[config.mk]
export PLATFORM = sky130hd
export DESIGN_NAME = keyfile_pool_crc_mixer
export DESIGN_NICKNAME = d
export VERILOG_FILES = /design/src/hw/rtl/kpcm_pkg.sv /design/src/hw/rtl/kpcm_front.sv /design/src/hw/rtl/kpcm_pool.sv /design/src/hw/rtl/keyfile_pool_crc_mixer.sv
export SDC_FILE = /design/constraint.sdc
export NUM_CORES = 1
export LEC_CHECK = 0
export ABC_AREA = 1
export BUFFER_PORTS_ARGS = -buffer_cell sky130_fd_sc_hd__buf_4
export CAP_MARGIN = 20
export CORE_AREA = 8 8 267 269
export CTS_BUF_LIST = sky130_fd_sc_hd__clkbuf_2 sky130_fd_sc_hd__clkbuf_4 sky130_fd_sc_hd__clkbuf_8
export DETAILED_ROUTE_END_ITERATION = 10
export DIE_AREA = 0 0 275 277
export PLACE_DENSITY_LB_ADDON = 0.12
export RECOVER_POWER = 100
export SYNTH_ARGS = -nofsm -noshare
export SYNTH_HDL_FRONTEND = slang
export SYNTH_SLANG_ARGS = --single-unit
[constraint.sdc]
create_clock -name clk -period 15.1 [get_ports clk]
set_clock_uncertainty 0.2 [all_clocks]
set_input_delay 4.53 -clock clk [delete_from_list [all_inputs] [get_ports clk]]
set_output_delay 4.53 -clock clk [all_outputs]
set_load 0.02 [all_outputs]
[src/hw/rtl/kpcm_pkg.sv]
package kpcm_pkg;

  localparam int POOL_BYTES_DEF = 64;
  localparam logic [31:0] CRC_POLY = 32'hEDB8_8320;
  localparam logic [31:0] CRC_INIT = 32'hFFFF_FFFF;

  typedef enum logic [1:0] {
    ACT_CLEAR = 2'd0,
    ACT_MIX   = 2'd1,
    ACT_APPLY = 2'd2,
    ACT_NOP   = 2'd3
  } act_t;

  // control fields carried from the front stage into the pool stage
  typedef struct packed {
    logic       vld;
    act_t       act;
    logic       pass_ok;
    logic       trailing;
    logic [1:0] byte_sel;
  } ctl_t;

  // one byte of reflected crc-32, no final inversion
  function automatic logic [31:0] crc_byte(input logic [31:0] c_in, input logic [7:0] b);
    logic [31:0] c;
    c = c_in ^ {24'd0, b};
    for (int k = 0; k < 8; k++) begin
      if (c[0]) begin
        c = (c >> 1) ^ CRC_POLY;
      end else begin
        c = c >> 1;
      end
    end
    return c;
  endfunction

endpackage

[src/hw/rtl/kpcm_front.sv]
module kpcm_front #(
  parameter int POOL_BYTES = kpcm_pkg::POOL_BYTES_DEF,
  localparam int NW = POOL_BYTES / 4,
  localparam int WW = $clog2(NW)
) (
  input  logic                clk,
  input  logic                rst_n,
  input  logic                en,
  input  logic                in_valid,
  input  logic [1:0]          in_action,
  input  logic [7:0]          in_data_byte,
  input  logic                in_first_of_file,
  input  logic [5:0]          in_position,
  input  logic [6:0]          in_pass_length,
  output kpcm_pkg::ctl_t      ctl,
  output logic [7:0]          data,
  output logic [31:0]         crc,
  output logic [WW-1:0]       row
);
  import kpcm_pkg::*;

  // index width wide enough for the position and for the pool size itself
  localparam int IXW = ($clog2(POOL_BYTES + 1) > 7) ? $clog2(POOL_BYTES + 1) : 7;

  logic          a_vld_r;
  act_t          a_act_r;
  logic [7:0]    a_data_r;
  logic          a_first_r;
  logic [5:0]    a_pos_r;
  logic [6:0]    a_len_r;

  logic [31:0]   crc_r, crc_nxt;
  logic [WW-1:0] widx_r, widx_nxt;

  logic [31:0]   cur_crc;
  logic [WW-1:0] cur_w;
  logic [IXW-1:0] idx;
  logic [IXW-1:0] row_full;
  logic          trailing;
  logic [WW-1:0] rd_row;
  logic          is_mix;

  always_ff @(posedge clk) begin
    if (!rst_n) begin
      a_vld_r <= 1'b0;
      crc_r   <= CRC_INIT;
      widx_r  <= '0;
    end else if (en) begin
      a_vld_r <= in_valid;
      if (is_mix) begin
        crc_r  <= crc_nxt;
        widx_r <= widx_nxt;
      end
    end
  end

  always_ff @(posedge clk) begin
    if (en && in_valid) begin
      a_act_r   <= act_t'(in_action);
      a_data_r  <= in_data_byte;
      a_first_r <= in_first_of_file;
      a_pos_r   <= in_position;
      a_len_r   <= in_pass_length;
    end
  end

  assign is_mix  = a_vld_r && (a_act_r == ACT_MIX);
  assign cur_crc = a_first_r ? CRC_INIT : crc_r;
  assign cur_w   = a_first_r ? '0 : widx_r;
  assign crc_nxt = crc_byte(cur_crc, a_data_r);

  always_comb begin
    if (cur_w == WW'(NW - 1)) begin
      widx_nxt = '0;
    end else begin
      widx_nxt = cur_w + WW'(1);
    end
  end

  // position mod pool size: position stays below four pool sizes
  always_comb begin
    idx = IXW'(a_pos_r);
    for (int k = 0; k < 3; k++) begin
      if (idx >= IXW'(POOL_BYTES)) begin
        idx = idx - IXW'(POOL_BYTES);
      end
    end
  end

  assign row_full = idx >> 2;
  assign trailing = (row_full >= IXW'(NW));
  assign rd_row   = trailing ? '0 : row_full[WW-1:0];

  assign ctl.vld      = a_vld_r;
  assign ctl.act      = a_act_r;
  assign ctl.pass_ok  = ({1'b0, a_pos_r} < a_len_r);
  assign ctl.trailing = trailing;
  assign ctl.byte_sel = idx[1:0];
  assign data         = a_data_r;
  assign crc          = crc_nxt;
  assign row          = (a_act_r == ACT_APPLY) ? rd_row : cur_w;

endmodule

[src/hw/rtl/kpcm_pool.sv]
module kpcm_pool #(
  parameter int POOL_BYTES = kpcm_pkg::POOL_BYTES_DEF,
  localparam int NW = POOL_BYTES / 4,
  localparam int WW = $clog2(NW)
) (
  input  logic           clk,
  input  logic           rst_n,
  input  logic           en,
  input  kpcm_pkg::ctl_t ctl,
  input  logic [7:0]     data,
  input  logic [31:0]    crc,
  input  logic [WW-1:0]  row,
  output logic           res_valid,
  output logic [7:0]     res_byte
);
  import kpcm_pkg::*;

  // pool word row holds byte 4*row+k at bits [8k+7:8k]
  logic [31:0]   mem [NW];
  logic [NW-1:0] row_vld_r;

  logic          b_vld_r;
  ctl_t          b_ctl_r;
  logic [7:0]    b_data_r;
  logic [31:0]   b_crc_r;
  logic [WW-1:0] b_row_r;
  logic [31:0]   rdata_r;
  logic          fwd_hit_r;
  logic [31:0]   fwd_word_r;

  logic [31:0]   old_word;
  logic [31:0]   new_word;
  logic          b_mix;
  logic          b_clear;
  logic [7:0]    pool_b;
  logic [7:0]    pass_b;

  always_ff @(posedge clk) begin
    if (!rst_n) begin
      b_vld_r   <= 1'b0;
      fwd_hit_r <= 1'b0;
      row_vld_r <= '0;
    end else if (en) begin
      b_vld_r   <= ctl.vld;
      fwd_hit_r <= b_mix && ctl.vld && (row == b_row_r);
      if (b_clear) begin
        row_vld_r <= '0;
      end else if (b_mix) begin
        row_vld_r[b_row_r] <= 1'b1;
      end
    end
  end

  always_ff @(posedge clk) begin
    if (en) begin
      b_ctl_r    <= ctl;
      b_data_r   <= data;
      b_crc_r    <= crc;
      b_row_r    <= row;
      rdata_r    <= mem[row];
      fwd_word_r <= new_word;
      if (b_mix) begin
        mem[b_row_r] <= new_word;
      end
    end
  end

  assign b_mix   = b_vld_r && (b_ctl_r.act == ACT_MIX);
  assign b_clear = b_vld_r && (b_ctl_r.act == ACT_CLEAR);

  // word just written by the previous transaction bypasses the stale read
  always_comb begin
    if (fwd_hit_r) begin
      old_word = fwd_word_r;
    end else if (row_vld_r[b_row_r]) begin
      old_word = rdata_r;
    end else begin
      old_word = '0;
    end
  end

  always_comb begin
    for (int k = 0; k < 4; k++) begin
      new_word[8*k +: 8] = old_word[8*k +: 8] + b_crc_r[(31 - 8*k) -: 8];
    end
  end

  assign pool_b    = b_ctl_r.trailing ? 8'd0 : old_word[8*b_ctl_r.byte_sel +: 8];
  assign pass_b    = b_ctl_r.pass_ok ? b_data_r : 8'd0;
  assign res_byte  = pass_b + pool_b;
  assign res_valid = b_vld_r && (b_ctl_r.act == ACT_APPLY);

endmodule

[src/hw/rtl/keyfile_pool_crc_mixer.sv]
// keyfile pool mixer: crc-32 driven mixing of keyfile bytes into a byte pool
// input channel (in_valid / in_stall) carries one action per transaction:
//   clear zeroes the pool, mix feeds one keyfile byte (first_of_file restarts
//   the crc at all ones and the pool word at zero), apply adds a pool byte to
//   a password byte and is the only action that yields a result transaction
// result channel (out_valid / out_stall) carries out_byte
// an apply result passes the input register, which loads at acceptance, then the
//   registered pool read and the output register
// throughput: one transaction per cycle unless a result is held under out_stall;
//   back-to-back mixes into the same pool word are served by a one-entry bypass around the pool memory
// reset: rst_n low clears the pipeline, sets the crc to all ones and the word
//   index to zero; per-word valid bits make the whole pool read as zero at
//   once, so neither reset nor the clear action needs a clearing pass
// stall: while a result waits under out_stall the whole pipeline holds and
//   in_stall is raised; otherwise a new transaction is taken every cycle
module keyfile_pool_crc_mixer #(
  parameter int POOL_BYTES = kpcm_pkg::POOL_BYTES_DEF
) (
  input  logic       clk,
  input  logic       rst_n,
  input  logic       in_valid,
  output logic       in_stall,
  input  logic [1:0] in_action,
  input  logic [7:0] in_data_byte,
  input  logic       in_first_of_file,
  input  logic [5:0] in_position,
  input  logic [6:0] in_pass_length,
  output logic       out_valid,
  input  logic       out_stall,
  output logic [7:0] out_byte
);
  import kpcm_pkg::*;

  localparam int NW = POOL_BYTES / 4;
  localparam int WW = $clog2(NW);

  // pipeline advance: only a result held under stall blocks it
  logic          en;
  ctl_t          ctl;
  logic [7:0]    f_data;
  logic [31:0]   f_crc;
  logic [WW-1:0] f_row;
  logic          res_valid;
  logic [7:0]    res_byte;

  logic          out_valid_r;
  logic [7:0]    out_byte_r;

  assign en       = !(out_valid_r && out_stall);
  assign in_stall = !en;

  // front stage: input register, crc update, word index and pool address
  kpcm_front #(
    .POOL_BYTES (POOL_BYTES)
  ) u_front (
    .clk              (clk),
    .rst_n            (rst_n),
    .en               (en),
    .in_valid         (in_valid),
    .in_action        (in_action),
    .in_data_byte     (in_data_byte),
    .in_first_of_file (in_first_of_file),
    .in_position      (in_position),
    .in_pass_length   (in_pass_length),
    .ctl              (ctl),
    .data             (f_data),
    .crc              (f_crc),
    .row              (f_row)
  );

  // pool stage: word memory, valid bits, read-modify-write and apply sum
  kpcm_pool #(
    .POOL_BYTES (POOL_BYTES)
  ) u_pool (
    .clk       (clk),
    .rst_n     (rst_n),
    .en        (en),
    .ctl       (ctl),
    .data      (f_data),
    .crc       (f_crc),
    .row       (f_row),
    .res_valid (res_valid),
    .res_byte  (res_byte)
  );

  // output register
  always_ff @(posedge clk) begin
    if (!rst_n) begin
      out_valid_r <= 1'b0;
    end else if (en) begin
      out_valid_r <= res_valid;
    end
  end

  always_ff @(posedge clk) begin
    if (en) begin
      out_byte_r <= res_byte;
    end
  end

  assign out_valid = out_valid_r;
  assign out_byte  = out_byte_r;

`ifndef ASSERT_OFF
  // an accepted apply reaches the output while the pipeline keeps advancing
  a_apply_result : assert property (@(posedge clk) disable iff (!rst_n)
    (in_valid && !in_stall && (in_action == ACT_APPLY)) ##1 !in_stall ##1 !in_stall
    |=> out_valid)
    else $error("apply transaction produced no result");

  // any other action leaves the output slot empty
  a_no_spurious : assert property (@(posedge clk) disable iff (!rst_n)
    (in_valid && !in_stall && (in_action != ACT_APPLY)) ##1 !in_stall ##1 !in_stall
    |=> !out_valid)
    else $error("result produced for non-apply transaction");

  a_reset_empty : assert property (@(posedge clk)
    !rst_n |=> !out_valid)
    else $error("output valid right after reset");
`endif

endmodule
# Word-level counts from Yosys, hierarchy flattened
# Memories as Yosys holds them, arrays and structs flattened. A register that Yosys moved wholly into a read port is not among the register bits.
# Cells that the tools add are included.
# classes
n_div	0
bitwise_logic	11
n_reduce_logical	15
shifts	1
multipliers	0
mux	26
eq_ne	6
magnitude_cmp	4
n_addsub	6
# ops
cell	n
$mux 32	11
$not 13->14	8
$add 8x8->8	5
$mux 16	2
$shiftx 32x6->8	1
$xor 32x8->32	1
$mux 4	4
$mux 8	2
$or 16x16->16	1
$logic_and 1x1->1	9
$lt 6x7->1	1
$ge 4x5->1 const B	1
$lt 4x5->1 const B	1
$mux 1	5
$add 4x1->4 const B	1
$bmux 1 s4	1
$demux 1 s4	1
$eq 2x1->1 const B	2
$eq 2x2->1 const B	2
$eq 4x4->1	1
$eq 4x4->1 const B	1
$ge 4x1->1 const B	1
$reduce_and 2->1	2
$logic_not 1->1	2
other kinds (3)	3
# totals
latch_bits	0
regBits	170
in_bits	28
memories	1
out_inout_bits	10
mem_bits_ro	0
ram_bits	512
# memory_table
memory	depth	width	rd	rd_ports_with_merged_regs	write_ports	line_no	source
u_pool.mem	16	32	1	1	1	kpcm_pool.sv:19	logic [31:0] mem [NW];

# Depth between registers and ports, before layout
# Gate-level depths: netlist (run 1).
# logic_depth
ltp_word	18
depth_mapped	25
depth_no_buf	25

# By module
# Synthesis (run 1) repeated with hierarchy kept, for this count alone.
# unflattened
cells_unflattened	2423
area_unflattened_um2	30411.7
# modules_own_cells
module	cells_each	seq_area_each_um2	area_per_inst_um2	instances
kpcm_pool	1933	19158.4	26559.2	1
kpcm_front	475	1461.4	3562.2	1
keyfile_pool_crc_mixer	15	260.2	290.3	1

# Least setup slack after synthesis (run 1)
# No wires, ideal clock.
# synth_timing
path_type	input-to-reg
start	input out_stall
end	memory u_pool.mem[11][0], enable pin
required_ps	14399
stages	6
slack_ps	2402
arrival_ps	11997
n_path_buf	1
cell_sequence	nand2_1 inv_1 nor3_2 inv_1 clkbuf_1 nor4_1
# synth_between
elab_chain_len	3
# synth_rtl
element	line_no	source
from (decl)	keyfile_pool_crc_mixer.sv:29	input logic out_stall,
$logic_and 1x1->1	keyfile_pool_crc_mixer.sv:49	assign en = !(out_valid_r && out_stall);
named net in_stall	keyfile_pool_crc_mixer.sv:22	output logic in_stall,
$mux 1	kpcm_pool.sv:55	if (en) begin
$mux 1 (implied by the code)	kpcm_pool.sv:63	mem[b_row_r] <= new_word;
to (decl)	kpcm_pool.sv:19	
# The timed path passes the listed nets, and every way through them passes these cells.

# Worst setup path in the final report (run 1)
# layout_timing
start	register u_front.a_first_r
end	register u_pool.rdata_r[3] (read register of u_pool.mem) (data pin)
# layout_between
elab_chain_len	2
# layout_rtl
element	line_no	source
from (decl)	kpcm_front.sv:28	logic a_first_r;
from (signal assigned)	kpcm_front.sv:61	a_first_r <= in_first_of_file;
$mux 4	kpcm_front.sv:69	assign cur_w = a_first_r ? '0 : widx_r;
$mux 4	kpcm_front.sv:101	assign row = (a_act_r == ACT_APPLY) ? rd_row : cur_w;
to (decl)	kpcm_pool.sv:27	logic [31:0] rdata_r;
# No other way between the ends.
# A chain may end at the register's enable or synchronous reset.

==> results.tsv, run 1 <==
metric	value	unit
status	finished, violations left	
violated checks	capacitance limit, slew limit	
htree depth	3	
setup TNS	0	ps
share of cells above drive strength 1	0.0926	
count of final hold-check violations	0	
initial cell density of the core	0.447	
Seq cells post-synth	713	
core box area	0.0668	mm²
Synth top area share	0.660	
post-DP HPWL	42600	µm
final setup fails	0	
RSZ-0062 raised after global routing	false	
vias in the first global route	19100	
initial antenna violation count	1	
PwrDens	137	mW/mm²
Via density	5.56	
routed wire length	75600	µm
critical path peak fanout	74	
Fmax achieved	101	MHz
die footprint	0.0762	mm²
R2R Setup Slk	5210	ps
CTS tree	done	
number of post-CTS setup repair buffers	0	
Non-Filler Instances	3466	
commonest cells in the netlist	657 x edfxtp_1, 339 x nor2_1, 292 x o21ai_0, 266 x nand2_1, 110 x inv_1	
Leak	0.0116	µW
row count	95	
Worst setup EP type	register	
hold_ws	251	ps
number of max-cap violations	26	
hold depth	2	
worst relative slew slack	-1.92	
Setup crit end	u_pool.rdata_r[3]	
YS warnings	0	
post-synthesis sequential area ratio	0.698	
Clk Latency, worst-skew pair	720	ps
Root Driver	clkbuf_8	
FFs w/ async S/R, synth	0	
Chip Height	277	µm
area leader, netlist	edfxtp_1	
distinct cell type count after synthesis	43	
wire length per cell	21.8	µm
die width	275	µm
Req. time, crit path	15330	ps
max-slew violations	1066	
Synth Instances	2423	
R2R depth	12	
DR iter-0 viols	1719	
Period Utilization, post-route	0.655	
crit path launch type	register	
NumNets Final	2573	
GRT Total Usage	0.196	
worst setup path class	reg -> reg	
worst hold-check path type	reg -> reg	
Netlist Area Pre-Place	0.0299	mm²
Top Ports	38	
synth top area cells	edfxtp_1 66%, o21ai_0 4.9%, nor2_1 4.3%	
CTS Hold Bufs	0	
clk buf depth	3	
top-count cell post-synth	edfxtp_1	
Tmin final	9890	ps
Synth Flop Type	edfxtp_1	
Post-Syn Area per Cell	12.3	µm²
FILL cells	5957	
CTS Buf Count	114	
largest net degree at the start of global routing	186	
slew at the pin with the worst max-slew slack	4380	ps
clock slew at reported path FFs	70	ps
first-pass GRT wire length	114000	µm
Final GP Congestion	0.839	
detailed-route via count	19300	
remaining global-route overflow	0	
DRC violations left	0	
Port Buffer Count	37	
Max VDD drop	0.0708	mV
post-route ant nets	0	
Area growth syn-to-layout	11.2	%
drt pass-1 iters	5	
Post-synth EDFFs	657	
critical path data arrival time	10130	ps
Worst Setup SP	u_front.a_first_r	
dpl cells	3247	
Synth Net Count	2497	
Reg2Reg Capture Point	u_pool.rdata_r[3]	
CTS resizes	0	
Sink Count	713	
reg2reg start	u_front.a_first_r	
worst max-delay path, stage by stage (launching register included):
cell and delay (ps):
edfxtp_1 320, clkbuf_1 1560, inv_1 380, nand2_1 210, nand2_1 110, o21ai_4 70
clkbuf_1 1340, clkinvlp_2 2300, clkbuf_1 1810, o21ai_0 500, o221ai_1 180, o211ai_1 390
nand2_1 160
cell type report:
type	count	area, µm²	share of cell area
well taps	873	1090	0.0329
diodes	2	5.00	0.000151
clock inverters	52	364	0.0110
repair buffers	97	512	0.0154
clock buffers	156	1920	0.0578
flip-flops and latches	713	20900	0.628
multi-input cells	1458	8040	0.242
inverters	115	439	0.0132
layout by cell type, fill, tap and decap left out, drive strengths merged, types with 61 or more instances in the layout:
master / count
a21oi: 87
o21ai: 299
inv: 115
nand3: 81
edfxtp: 657
o221ai: 81
o211ai: 61
clkbuf: 242
nor2: 342
nand2: 275
state kept, by name (all words and copies together), names as in the netlist:
name,flops
out_byte,8
out_valid,1
u_front.a_act_r,2
u_front.a_first_r,1
u_front.a_len_r,7
u_front.a_pos_r,6
u_front.a_vld_r,1
u_front.crc_r,32
u_front.data,8
u_front.widx_r,4
u_pool.b_crc_r,32
u_pool.b_ctl_r,5
u_pool.b_data_r,8
u_pool.b_row_r,4
u_pool.b_vld_r,1
u_pool.fwd_hit_r,1
u_pool.fwd_word_r,32
u_pool.mem,512
u_pool.rdata_r,32
u_pool.row_vld_r,16
worst min-delay path by stage:
stage | startpoint | end | slack, ps
after global placement | u_pool.row_vld_r[13] | u_pool.row_vld_r[13] | 240
after CTS | u_pool.row_vld_r[13] | u_pool.row_vld_r[13] | 250
after detailed placement | u_pool.row_vld_r[13] | u_pool.row_vld_r[13] | 240
after floorplan | u_front.a_act_r[0] | u_pool.b_ctl_r[4] | 230
after global routing | u_pool.row_vld_r[0] | u_pool.row_vld_r[0] | 280
final | u_pool.row_vld_r[2] | u_pool.row_vld_r[2] | 250
where the power goes:
part | internal, µW | switching, µW | total (µW)
registers | 2370 | 38.0 | 2410
logic | 124 | 376 | 501
clock network | 895 | 755 | 1650
metal layers:
metal | wire length [µm] | global-route usage
met1 | 33100 | 0.261
met2 | 36200 | 0.319
met3 | 3920 | 0.0350
met4 | 2380 | 0.0679
met5 | 0 | 0
cells by family (layout without fill, tap and decap cells):
family / Yosys count / count (layout) / synth area share
other: 0 / 2 / 0
flip-flops: 713 / 713 / 0.698
XOR/XNOR: 96 / 96 / 0.0313
AO/OA/AOI/OAI: 595 / 595 / 0.119
buffers and inverters: 252 / 420 / 0.0329
AND/OR/NAND/NOR: 721 / 721 / 0.0985
adder cells (fa/ha/maj): 46 / 46 / 0.0205
metrics by stage:
step | area, µm² | setup slack (ps) | total power, µW | util
after floorplan | 29900 | 2400 | 2750 | -
after global placement | 31200 | 5380 | 2950 | 0.468
after detailed placement | 31300 | 5380 | 2970 | 0.468
after CTS | 33600 | 5380 | 4610 | 0.503
after global routing | 33200 | 4680 | 4740 | 0.497
final | 33200 | 5210 | 4560 | 0.497
(Power assumes the default switching activity.)
==> inputs of run 2 (changes only) <==
--- a/config.mk
+++ b/config.mk
@@ -5,13 +5,13 @@
 export SDC_FILE = /design/constraint.sdc
 export NUM_CORES = 1
 export LEC_CHECK = 0
-export ABC_AREA = 1
+export ABC_AREA = 0
 export BUFFER_PORTS_ARGS = -buffer_cell sky130_fd_sc_hd__buf_4
 export CAP_MARGIN = 20
-export CORE_AREA = 8 8 267 269
+export CORE_AREA = 8 8 268 270
 export CTS_BUF_LIST = sky130_fd_sc_hd__clkbuf_2 sky130_fd_sc_hd__clkbuf_4 sky130_fd_sc_hd__clkbuf_8
 export DETAILED_ROUTE_END_ITERATION = 10
-export DIE_AREA = 0 0 275 277
+export DIE_AREA = 0 0 276 278
 export PLACE_DENSITY_LB_ADDON = 0.12
 export RECOVER_POWER = 100
 export SYNTH_ARGS = -nofsm -noshare
==> constraint.sdc (replaced) <==
create_clock -name clk -period 8.25 [get_ports clk]
set_clock_uncertainty 0.2 [all_clocks]
set_input_delay 2.475 -clock clk [delete_from_list [all_inputs] [get_ports clk]]
set_output_delay 2.475 -clock clk [all_outputs]
set_load 0.02 [all_outputs]
==> run 2 against run 1 <==
Net effect: the run still ends with capacitance limit, slew limit left; register-to-register slack got worse by 3800 ps; worst hold slack improved by 15 ps; critical path depth decreased by 4; final cell count about the same; critical endpoint is now u_pool.rdata_r[0]; count of clock-buffer cells in the layout increased by 7.
==> results.tsv, run 2 <==
metric	value	unit	change
Leak	0.0119	µW	+2.5%
status	finished, violations left		
Root Driver	clkbuf_8		
CTS Hold Bufs	0		unchanged
Tmin final	6800	ps	-3090 ps
Port Buffer Count	37		unchanged
worst setup path class	reg -> reg		
htree depth	3		unchanged
Top Ports	38		unchanged
Largest Register	u_pool.mem		
Seq cells post-synth	713		unchanged
Post-synth EDFFs	657		unchanged
worst relative slew slack	-0.828		+1.09
initial antenna violation count	1		unchanged
Fmax achieved	147	MHz	+46%
detailed-route via count	18800		-2.4%
final setup fails	0		unchanged
most frequent cells in the layout	657 x edfxtp_1, 618 x nand2_1, 285 x nand3_1		
core box area	0.0677	mm²	+1.4%
NumNets Final	2554		-0.74%
Via density	5.43		-2.3%
Synth Area in Compound Gates	0.0526		-0.0663
largest net degree at the start of global routing	159		-15%
critical path data arrival time	6920	ps	-3210 ps
post-DP HPWL	44400	µm	+4.3%
area leader, netlist	edfxtp_1		
Req. time, crit path	8370	ps	-6960 ps
CTS resizes	0		unchanged
Post-Syn Area per Cell	12.4	µm²	+0.28%
number of post-CTS setup repair buffers	0		unchanged
Area growth syn-to-layout	11.0	%	
first-pass GRT wire length	115000	µm	+0.20%
Sink Count	713		unchanged
GRT Total Usage	0.192		-0.00407
drt pass-1 iters	7		+2
multiplexer share of the synthesized area	0.00459		+0.00459
DRC violations left	0		unchanged
Synth Flop Type	edfxtp_1		
simple-gate portion of the synthesized area	0.159		+0.0605
max-slew violations	872		-18%
clock slew at reported path FFs	60	ps	about the same
top-count cell post-synth	edfxtp_1		
xor and xnor area share after synthesis	0.0444		+0.0131
post-synthesis sequential area ratio	0.695		-0.00282
number of max-cap violations	34		+31%
setup TNS	0	ps	unchanged
FFs w/ async S/R, synth	0		unchanged
CTS tree	done		
Clk Latency, worst-skew pair	730	ps	about the same
post-route ant nets	0		unchanged
largest family of logic cells by synthesized area	simple AND/OR/NAND/NOR gates		
DR iter-0 viols	1354		-21%
remaining global-route overflow	0		unchanged
PwrDens	256	mW/mm²	+87%
share of cells above drive strength 1	0.0946		+0.00198
Power Total	8530	µW	+87%
Netlist Area Pre-Place	0.0300	mm²	+0.41%
die footprint	0.0767	mm²	+0.73%
row count	96		+1.1%
RSZ-0062 raised after global routing	false		
clk buf depth	3		unchanged
count of final hold-check violations	0		unchanged
Synth Instances	2426		+0.12%
distinct cell type count after synthesis	53		+23%
critical path peak fanout	53		-28%
vias in the first global route	18800		-2.0%
routed wire length	74800	µm	-1.1%
Period Utilization, post-route	0.824		+0.169
Synth top area share	0.658		-0.00267
YS warnings	0		unchanged
Final GP Congestion	0.828		-1.3%
Worst setup EP type	register		
commonest cells in the netlist	657 x edfxtp_1, 619 x nand2_1, 285 x nand3_1, 98 x clkbuf_1		
slew at the pin with the worst max-slew slack	2740	ps	-1640 ps
post-synthesis adder-cell area fraction	0.0204		-0.0000830
Max VDD drop	0.131	mV	+85%
crit path launch type	register		
synth top area cells	edfxtp_1 66%, nand2_1 7.7%, nand3_1 4.8%		
worst hold-check path type	reg -> reg		
most common cell after layout, fill and taps aside	edfxtp_1		
Synth Net Count	2500		+0.12%
wire length per cell	21.6	µm	-0.99%
CTS Buf Count	116		+1.8%
violated checks	capacitance limit, slew limit		
initial cell density of the core	0.443		-0.00444
die width	276	µm	+0.36%
max reg flops	512		unchanged
Chip Height	278	µm	+0.36%
==> run 2: cells by family (layout without fill, tap and decap cells) <==
kind of cell             after synthesis  in the layout
multiplexers                          11             11
other                                  0              2
AND/OR/NAND/NOR                     1106           1106
buffers and inverters                177            330
AO/OA/AOI/OAI                        234            234
XOR/XNOR                             139            139
flip-flops                           713            713
adder cells (fa/ha/maj)               46             46
==> run 2: worst max-delay path: stages (launching register included) <==
cell and delay [ps]:
edfxtp_1 320, clkbuf_1 1540, nor2b_1 240, mux2i_4 230, clkbuf_1 1940, buf_4 830, a311oi_1 110, a311oi_1 720
a31oi_1 150
==> run 2: path summary, 6_finish.rpt <==
check	from	end	slack, ps	cells past startpoint
max	u_front.a_first_r	u_pool.rdata_r[0]	1450	8
min	u_front.crc_r[15]	u_front.crc_r[15]	270	2
max reg2reg	u_front.a_first_r	u_pool.rdata_r[0]	1450	8
min reg2reg	u_front.crc_r[15]	u_front.crc_r[15]	270	2
==> run 2: through the flow <==
step	instance area, µm²	std cells	hold WS (ps)	util	worst slack (ps)
floorplan	30000	2426	217	-	855
global placement	31400	3233	242	0.463	2070
detailed placement	31500	3237	250	0.464	2060
CTS	33700	3454	267	0.498	2060
global route	33300	3463	286	0.492	1120
finish	33300	3463	265	0.492	1450
==> run 2: area by class of cell <==
| cell class | count | area, µm² |
|---|---|---|
| Fill cell | 6015 | 34400 |
| Tap cell | 882 | 1100 |
| Timing Repair Buffer | 85 | 478 |
| Antenna cell | 2 | 5.00 |
| Clock inverter | 54 | 304 |
| Inverter | 28 | 115 |
| Multi-Input combinational cell | 1536 | 8470 |
| Sequential cell | 713 | 20900 |
| Clock buffer | 163 | 1980 |
==> run 2: power breakdown <==
part	internal, µW	switching (µW)
clock	1590	1400
combinational	258	745
sequential	4460	80.0
total	6300	2230
==> run 2: layer usage <==
metal	vias up	share of wire	GRT usage
li1	8824	-	-
met1	9411	0.45	0.256
met2	445	0.48	0.315
met3	121	0.045	0.0353
met4	0	0.030	0.0666
met5	-	0	0
==> inputs of run 3 (changes only) <==
==> constraint.sdc (replaced) <==
create_clock -name clk -period 5.83 [get_ports clk]
set_clock_uncertainty 0.2 [all_clocks]
set_input_delay 1.749 -clock clk [delete_from_list [all_inputs] [get_ports clk]]
set_output_delay 1.749 -clock clk [all_outputs]
set_load 0.02 [all_outputs]
==> run 3 against run 2 <==
Net effect: the run still ends with capacitance limit, slew limit left; wire length up 5.4%; worst hold slack got worse by 3.1 ps; largest cell class unchanged; critical endpoint is now u_pool.mem[8][14]; die area unchanged; critical path type is now in -> reg; sequential cell count did not move; cell area is 0.69% higher; sequential power up 42%; first-iteration DRC count up 26%; sequential share of layout area fell by 0.43 points; register-to-register slack got worse by 890 ps; largest power group unchanged; clock power grew 42%; non-clock buffer count is 23 higher; via count rose by 1.7%.
==> results.tsv, run 3 (same netlist as run 2, synthesis figures left out) <==
metric	value	unit	change
violated checks	capacitance limit, slew limit		
R2R Setup Slk	560	ps	-890 ps
CP Cell Sequence	clkbuf_1 > nand2_8 > nand3b_1 > or3_1 > nor2_1 > clkbuf_2		
initial cell density of the core	0.443		unchanged
Tmin final	5350	ps	
most common cell after layout, fill and taps aside	edfxtp_1		
CTS Buf Count	114		-1.7%
slew at the pin with the worst max-slew slack	2590	ps	-150 ps
DRC violations left	0		unchanged
Port Buffer Count	37		unchanged
hold depth	0		-2
internal cell power	9000	µW	+43%
vias in the first global route	18500		-1.2%
drt pass-1 iters	5		-2
CTS resizes	0		unchanged
Hold Path Sink	u_pool.b_ctl_r[0]		
most frequent cells in the layout	657 x edfxtp_1, 618 x nand2_1, 285 x nand3_1		
wire length per cell	22.6	µm	+4.9%
FILL cells	6041		+0.43%
min-delay src	u_front.a_pos_r[0]		
detailed-route via count	19100		+1.7%
Clk Latency, worst-skew pair	740	ps	about the same
number of post-CTS setup repair buffers	0		unchanged
Chip Height	278	µm	unchanged
Root Driver	clkbuf_8		
crit path launch type	input pin		
initial antenna violation count	3		+2
post-DP HPWL	45700	µm	+2.9%
clk buf depth	3		unchanged
PwrDens	361	mW/mm²	+41%
worst relative slew slack	-0.729		+0.0998
worst setup path class	in -> reg		
Switch Pwr	3110	µW	+40%
Via density	5.50		+1.3%
core box area	0.0677	mm²	unchanged
number of max-cap violations	21		-38%
switching part of the total	0.257		-0.00434
max-slew violations	490		-44%
final setup fails	0		unchanged
Reg2Reg Capture Point	u_pool.rdata_r[24]		
delay-heaviest family, CP	simple AND/OR/NAND/NOR gates		
NumNets Final	2575		+0.82%
Worst setup EP type	register		
Crit path depth	6		-2
Largest Register	u_pool.mem		
CP Buf/Inv Count	2		-1
critical path data arrival time	5510	ps	-1410 ps
critical path peak fanout	57		+7.5%
R2R depth	5		-3
max reg flops	512		unchanged
Flop pwr share	0.532		about the same
GRT Total Usage	0.199		+0.00725
Max VDD drop	0.218	mV	+66%
worst hold-check path type	reg -> reg		
remaining global-route overflow	0		unchanged
Period Utilization, post-route	0.918		
count of final hold-check violations	0		unchanged
share of cells above drive strength 1	0.104		+0.00913
die footprint	0.0767	mm²	unchanged
largest net degree at the start of global routing	131		-18%
RSZ-0062 raised after global routing	false		
Leak	0.0120	µW	+1.1%
Top Ports	38		unchanged
row count	96		unchanged
htree depth	3		unchanged
Req. time, crit path	5990	ps	-2380 ps
status	finished, violations left		
Util after Layout	0.495		+0.00340
Fmax achieved	187	MHz	
routed wire length	78800	µm	+5.4%
slowest cell delay on critical path	1720	ps	-220 ps
CTS tree	done		
Area growth syn-to-layout	11.8	%	
clock slew at reported path FFs	60	ps	about the same
Slowest-stage cell, CP	nor2_1		
post-route ant nets	0		unchanged
setup TNS	0	ps	unchanged
clock share of power	0.351		about the same
DR iter-0 viols	1706		+26%
Sink Count	713		unchanged
first-pass GRT wire length	117000	µm	+2.4%
Comb power frac	0.117		about the same
reg2reg start	u_front.a_first_r		
die width	276	µm	unchanged
Final GP Congestion	0.859		+3.7%
CTS Hold Bufs	0		unchanged
==> run 3: changes by cell type in the layout (fill, tap and decap cells not counted), moves of 2 or more <==
| cell | before | now |
|---|---|---|
| buf_12 | 1 | 7 |
| clkbuf_4 | 66 | 71 |
| buf_4 | 14 | 16 |
| clkbuf_2 | 0 | 7 |
| nor2_1 | 91 | 87 |
| clkbuf_1 | 46 | 54 |
| clkinv_1 | 34 | 21 |
| inv_12 | 2 | 0 |
| clkbuf_8 | 121 | 125 |
| clkinvlp_4 | 3 | 1 |
| nor2_4 | 6 | 10 |
==> run 3: through the flow <==
step                      worst slack [ps]  total power (µW)  std cells  hold slack, ps  area (µm²)
after floorplan                      -3.55              7360       2426             217       30000
after global placement                 710              8020       3262             245       31600
after detailed placement               519              8040       3262             257       31600
after CTS                              474             12300       3470             270       33900
after global routing                   305             12600       3477             286       33500
final                                  479             12100       3478             262       33500
==> run 3: layer usage <==
metal / up-vias / global-route usage / routed length (µm)
met2: 607 / 0.324 / 37900
met5: - / 0 / 0
met3: 128 / 0.0331 / 4590
li1: 8857 / - / -
met4: 0 / 0.0582 / 1620
met1: 9538 / 0.275 / 34700
==> run 3: power by group through the flow <==
| stage | logic, µW | registers [µW] | clock network (µW) |
|---|---|---|---|
| final | 1420 | 6450 | 4250 |
| after global routing | 1550 | 6460 | 4560 |
| after CTS | 1490 | 6450 | 4350 |
| after detailed placement | 1490 | 6550 | 0 |
| after global placement | 1470 | 6550 | 0 |
| after floorplan | 877 | 6480 | 0 |
==> run 3: layout make-up <==
class / count / area, µm² / area share
Antenna cell: 3 / 7.51 / 0.000224
Timing Repair Buffer: 108 / 678 / 0.0202
Inverter: 28 / 115 / 0.00343
Multi-Input combinational cell: 1536 / 8510 / 0.254
Clock buffer: 172 / 2070 / 0.0618
Sequential cell: 713 / 20900 / 0.622
Clock inverter: 36 / 198 / 0.00589
Tap cell: 882 / 1100 / 0.0329
==> run 3: worst max path at each step <==
stage	from	end	slack, ps
after floorplan	out_stall	u_pool.mem[5][0]	-4
after global placement	u_pool.b_row_r[1]	u_pool.mem[14][23]	710
after detailed placement	u_pool.b_row_r[1]	u_pool.mem[14][23]	520
after global routing	u_front.a_first_r	u_pool.rdata_r[24]	300
after CTS	u_pool.b_row_r[1]	u_pool.mem[7][23]	470
final	out_stall	u_pool.mem[8][14]	480
